$ cat src/hdl/spt_pkg.sv
// shared types for the stride prediction table
// confidence codes, controller states and the controller/datapath command and status bundles
package spt_pkg;

	localparam int unsigned DATA_W = 64;

	typedef enum logic [1:0] {
		CONF_INIT   = 2'd0,
		CONF_STEADY = 2'd1,
		CONF_TRANS  = 2'd2,
		CONF_NOPRED = 2'd3
	} conf_t;

	typedef enum logic [1:0] {
		ST_IDLE,
		ST_DIVIDE,
		ST_UPDATE
	} ctrl_state_t;

	typedef struct packed {
		logic accept;  // capture item, start set/tag split
		logic mem_rd;  // read the entry
		logic update;  // write back entry, load result register
	} spt_cmd_t;

	typedef struct packed {
		logic div_done;
	} spt_status_t;

endpackage

$ cat src/hdl/spt_ctrl.sv
// controller: sequences accept, set/tag split, entry read and write-back,
// owns the result valid flag; depends on spt_pkg
module spt_ctrl (
	input  logic                 clk,
	input  logic                 arst_n,
	input  logic                 in_valid,
	output logic                 in_ready,
	output logic                 out_valid,
	input  logic                 out_ready,
	output spt_pkg::spt_cmd_t    cmd,
	input  spt_pkg::spt_status_t status
);
	import spt_pkg::*;

	ctrl_state_t state_q;
	ctrl_state_t state_n;
	logic        out_valid_q;

	always_ff @(posedge clk or negedge arst_n) begin
		if (!arst_n) begin
			state_q     <= ST_IDLE;
			out_valid_q <= 1'b0;
		end else begin
			state_q <= state_n;
			if (cmd.update) begin
				out_valid_q <= 1'b1;
			end else if (out_ready) begin
				out_valid_q <= 1'b0;
			end
		end
	end

	always_comb begin
		state_n  = state_q;
		cmd      = '0;
		in_ready = 1'b0;
		case (state_q)
			ST_IDLE: begin
				in_ready = 1'b1;
				if (in_valid) begin
					cmd.accept = 1'b1;
					state_n    = ST_DIVIDE;
				end
			end
			ST_DIVIDE: begin
				if (status.div_done) begin
					cmd.mem_rd = 1'b1;
					state_n    = ST_UPDATE;
				end
			end
			ST_UPDATE: begin
				// result slot free or draining this cycle
				if (!out_valid_q || out_ready) begin
					cmd.update = 1'b1;
					state_n    = ST_IDLE;
				end
			end
			default: begin
				state_n = ST_IDLE;
			end
		endcase
	end

	assign out_valid = out_valid_q;

	a_stall_holds: assert property (@(posedge clk) disable iff (!arst_n)
		(state_q == ST_UPDATE && out_valid_q && !out_ready)
		|=> (state_q == ST_UPDATE && out_valid_q))
		else $error("write-back went ahead into a full result slot");

	a_one_item: assert property (@(posedge clk) disable iff (!arst_n)
		cmd.accept |=> !in_ready)
		else $error("second item accepted while one is in flight");

	a_update_shows: assert property (@(posedge clk) disable iff (!arst_n)
		cmd.update |=> out_valid_q)
		else $error("result not presented after write-back");

endmodule

$ cat config.mk
export PLATFORM = sky130hd
export DESIGN_NAME = spt_ctrl
export DESIGN_NICKNAME = d
export VERILOG_FILES = /design/src/hdl/spt_pkg.sv /design/src/hdl/spt_ctrl.sv
export SDC_FILE = /design/constraint.sdc
export NUM_CORES = 1
export LEC_CHECK = 0
export ABC_CLOCK_PERIOD_IN_PS = 1050
export BUFFER_PORTS_ARGS = -buffer_cell sky130_fd_sc_hd__buf_4
export CORE_AREA = 2 2 39 41
export DETAILED_ROUTE_END_ITERATION = 10
export DIE_AREA = 0 0 41 43
export GPL_TIMING_DRIVEN = 0
export HOLD_SLACK_MARGIN = 0.12
export MAX_ROUTING_LAYER = met4
export SKIP_CTS_REPAIR_TIMING = 1
export SYNTH_ARGS = -nofsm -noshare
export SYNTH_HDL_FRONTEND = slang
export SYNTH_SLANG_ARGS = --single-unit
$ cat constraint.sdc
create_clock -name clk -period 1.05 [get_ports clk]
set_input_delay 0.0525 -clock clk [delete_from_list [all_inputs] [get_ports clk]]
set_output_delay 0.0525 -clock clk [all_outputs]
set_load 0.005 [all_outputs]
==> run metrics <==
clock root buffer=clkbuf_4; Pleak=0.1552 nW; Final Max Tran Viols=0; DRT Pass-1 Iters=1; syn nets=19; RSZ-0062 raised after global routing=true; worst hold slack=0.1147 ns; final hold vios=0; share of post-route cells with drive strength above 1=53.13%; drt drc=0; final setup margin=-0.02709 ns; Initial Util=10.22%; Setup crit end kind=primary output; largest net degree at the start of global routing=6; FMAX=928.4 MHz; Final setup viols=3; Hold Path Class=in2reg; die footprint=0.001763 mm2; Slew @ Worst Pin=0.1495 ns; CP Max Fanout=4; grt ovf=0; CTS buffer count=3; antenna cells=0; WL/cell=7.854 um; Rel. slew slack=90.03%; final period utilization=102.6%; Die Wd=41 um; CP cell instances=and3b_1, buf_4; Seq/Total Area, Yosys=53.10%; main area contributors after synthesis=dfrtp_1, nand2b_1, and3b_1; CTS tree=built; slowest stage delay, CP=0.43 ns; latest clock arrival within the worst-skew pair=0.23 ns; Final nets=38; CTS sink count=3; GPL Wtd Cong=0.5401; hpwl dp=275.2 um; Die H=43 um; Reg clk slew, reported paths=0.04 ns; max-cap viol count=0; post-synth cell types=9; Max clock buf depth=2; pwr/cell area=2108 mW/mm2; Detail Route Antenna Nets=0; DR vias/cell=3.271; initial antenna violation count=0; H-tree depth=1; skew final=0.002078 ns; WL final=377 um; Layout Utilization=22.78%; via count=157; slowest CP cell=dfrtp_2; vias in the first global route=148; gr usage total=4.747%; CP Class=reg2out; cell count after synthesis=14; FF+latch count, synth=3; port bufs=9; YS warnings=0; Yosys top cell area share=53.10%; failing checks=negative setup slack; Area Overhead vs Synth=123.0%; FP Rows=14; cell area after synthesis=141.4 um2; first-pass GRT wire length=469 um; # fillers=154; Data required, critical path=1.00 ns; Core Region=0.001384 mm2; status=finished with violations; Top Ports=10; mean post-synth cell area=10.10 um2; crit path DAT=1.02 ns; minimum clock period=1.077 ns; leading area contributor after synthesis=dfrtp_1; VDD IR max=0.4407 mV; Starting DRT DRC Count=0; crit path launch type=flop; non-filler cells, final=48; Inst Count DP=39
-- path summary, 6_finish.rpt --
kind	startpoint	end	slack [ns]	depth (start not counted)
max in group asynchronous	arst_n	state_q[1]	0.80	2
hold / removal	out_ready	out_valid	0.11	3
setup / recovery	state_q[1]	cmd[1]	-0.03	2
hold reg to reg	state_q[1]	state_q[0]	0.50	1
setup reg to reg	state_q[0]	state_q[1]	0.14	2
min in group asynchronous	arst_n	state_q[0]	0.15	2
-- cell usage in the layout (no fill, tap or decap), types with 2 or more instances in the layout --
master	n
dlygate4sd3_1	3
nand2b_1	3
dfrtp_1	2
clkbuf_4	3
buf_4	10
-- metal layers --
| layer | global-route usage, % | vias to the layer above | share of wire (%) | wire (um) |
|---|---|---|---|---|
| li1 | - | 80 | - | - |
| met1 | 3.247 | 74 | 34 | 129 |
| met2 | 6.563 | 3 | 60 | 225 |
| met3 | 3.141 | 0 | 5.8 | 22 |
| met4 | 6.000 | 0 | 0 | 0 |
| met5 | - | - | 0 | 0 |
-- metrics by stage --
| stage | setup TNS [ns] | power (mW) | setup slack (ns) | area [um2] |
|---|---|---|---|---|
| floorplan | 0 | 0.2644 | 0.2097 | 141.4 |
| global placement | 0 | 0.3767 | 0.1879 | 229.0 |
| detailed placement | 0 | 0.3812 | 0.1796 | 229.0 |
| CTS | -0.1060 | 0.5942 | -0.05853 | 255.2 |
| global route | -0.1816 | 0.7106 | -0.06137 | 315.3 |
| finish | -0.06096 | 0.6648 | -0.02709 | 315.3 |
-- area by class of cell --
type | instances | area (um2) | share of cell area [%]
clock buffers | 4 | 26.28 | 8.333
multi-input cells | 11 | 76.32 | 24.21
flip-flops and latches | 3 | 76.32 | 24.21
well taps | 16 | 20.02 | 6.349
repair buffers | 14 | 116.4 | 36.90
-- state kept, by name, indices dropped and copies added, names as in the netlist --
signal and count:
out_valid 1, state_q 2
-- worst max-delay path: cells and delay by family, from the launching register on --
family | cells | cell delay [ns]
AND/OR/NAND/NOR | 1 | 0.25
buffers and inverters | 1 | 0.12
flip-flops | 1 | 0.43
-- power by group --
group	switching (mW)	internal, mW
clock	0.0602	0.142
sequential	0.0396	0.155
combinational	0.0826	0.184
-- cells by family after synthesis --
family / Yosys count / share of synthesized area, %
simple gates: 9 / 38.05
compound gates: 2 / 8.848
flops: 3 / 53.10
-- synth_stat cells, drive strengths merged --
master  number
a21oi        1
and2         1
and3b        1
dfrtp        3
nand2        1
nand2b       4
nor2         1
nor2b        1
o21bai       1
Power figures use the tool's default switching activity.
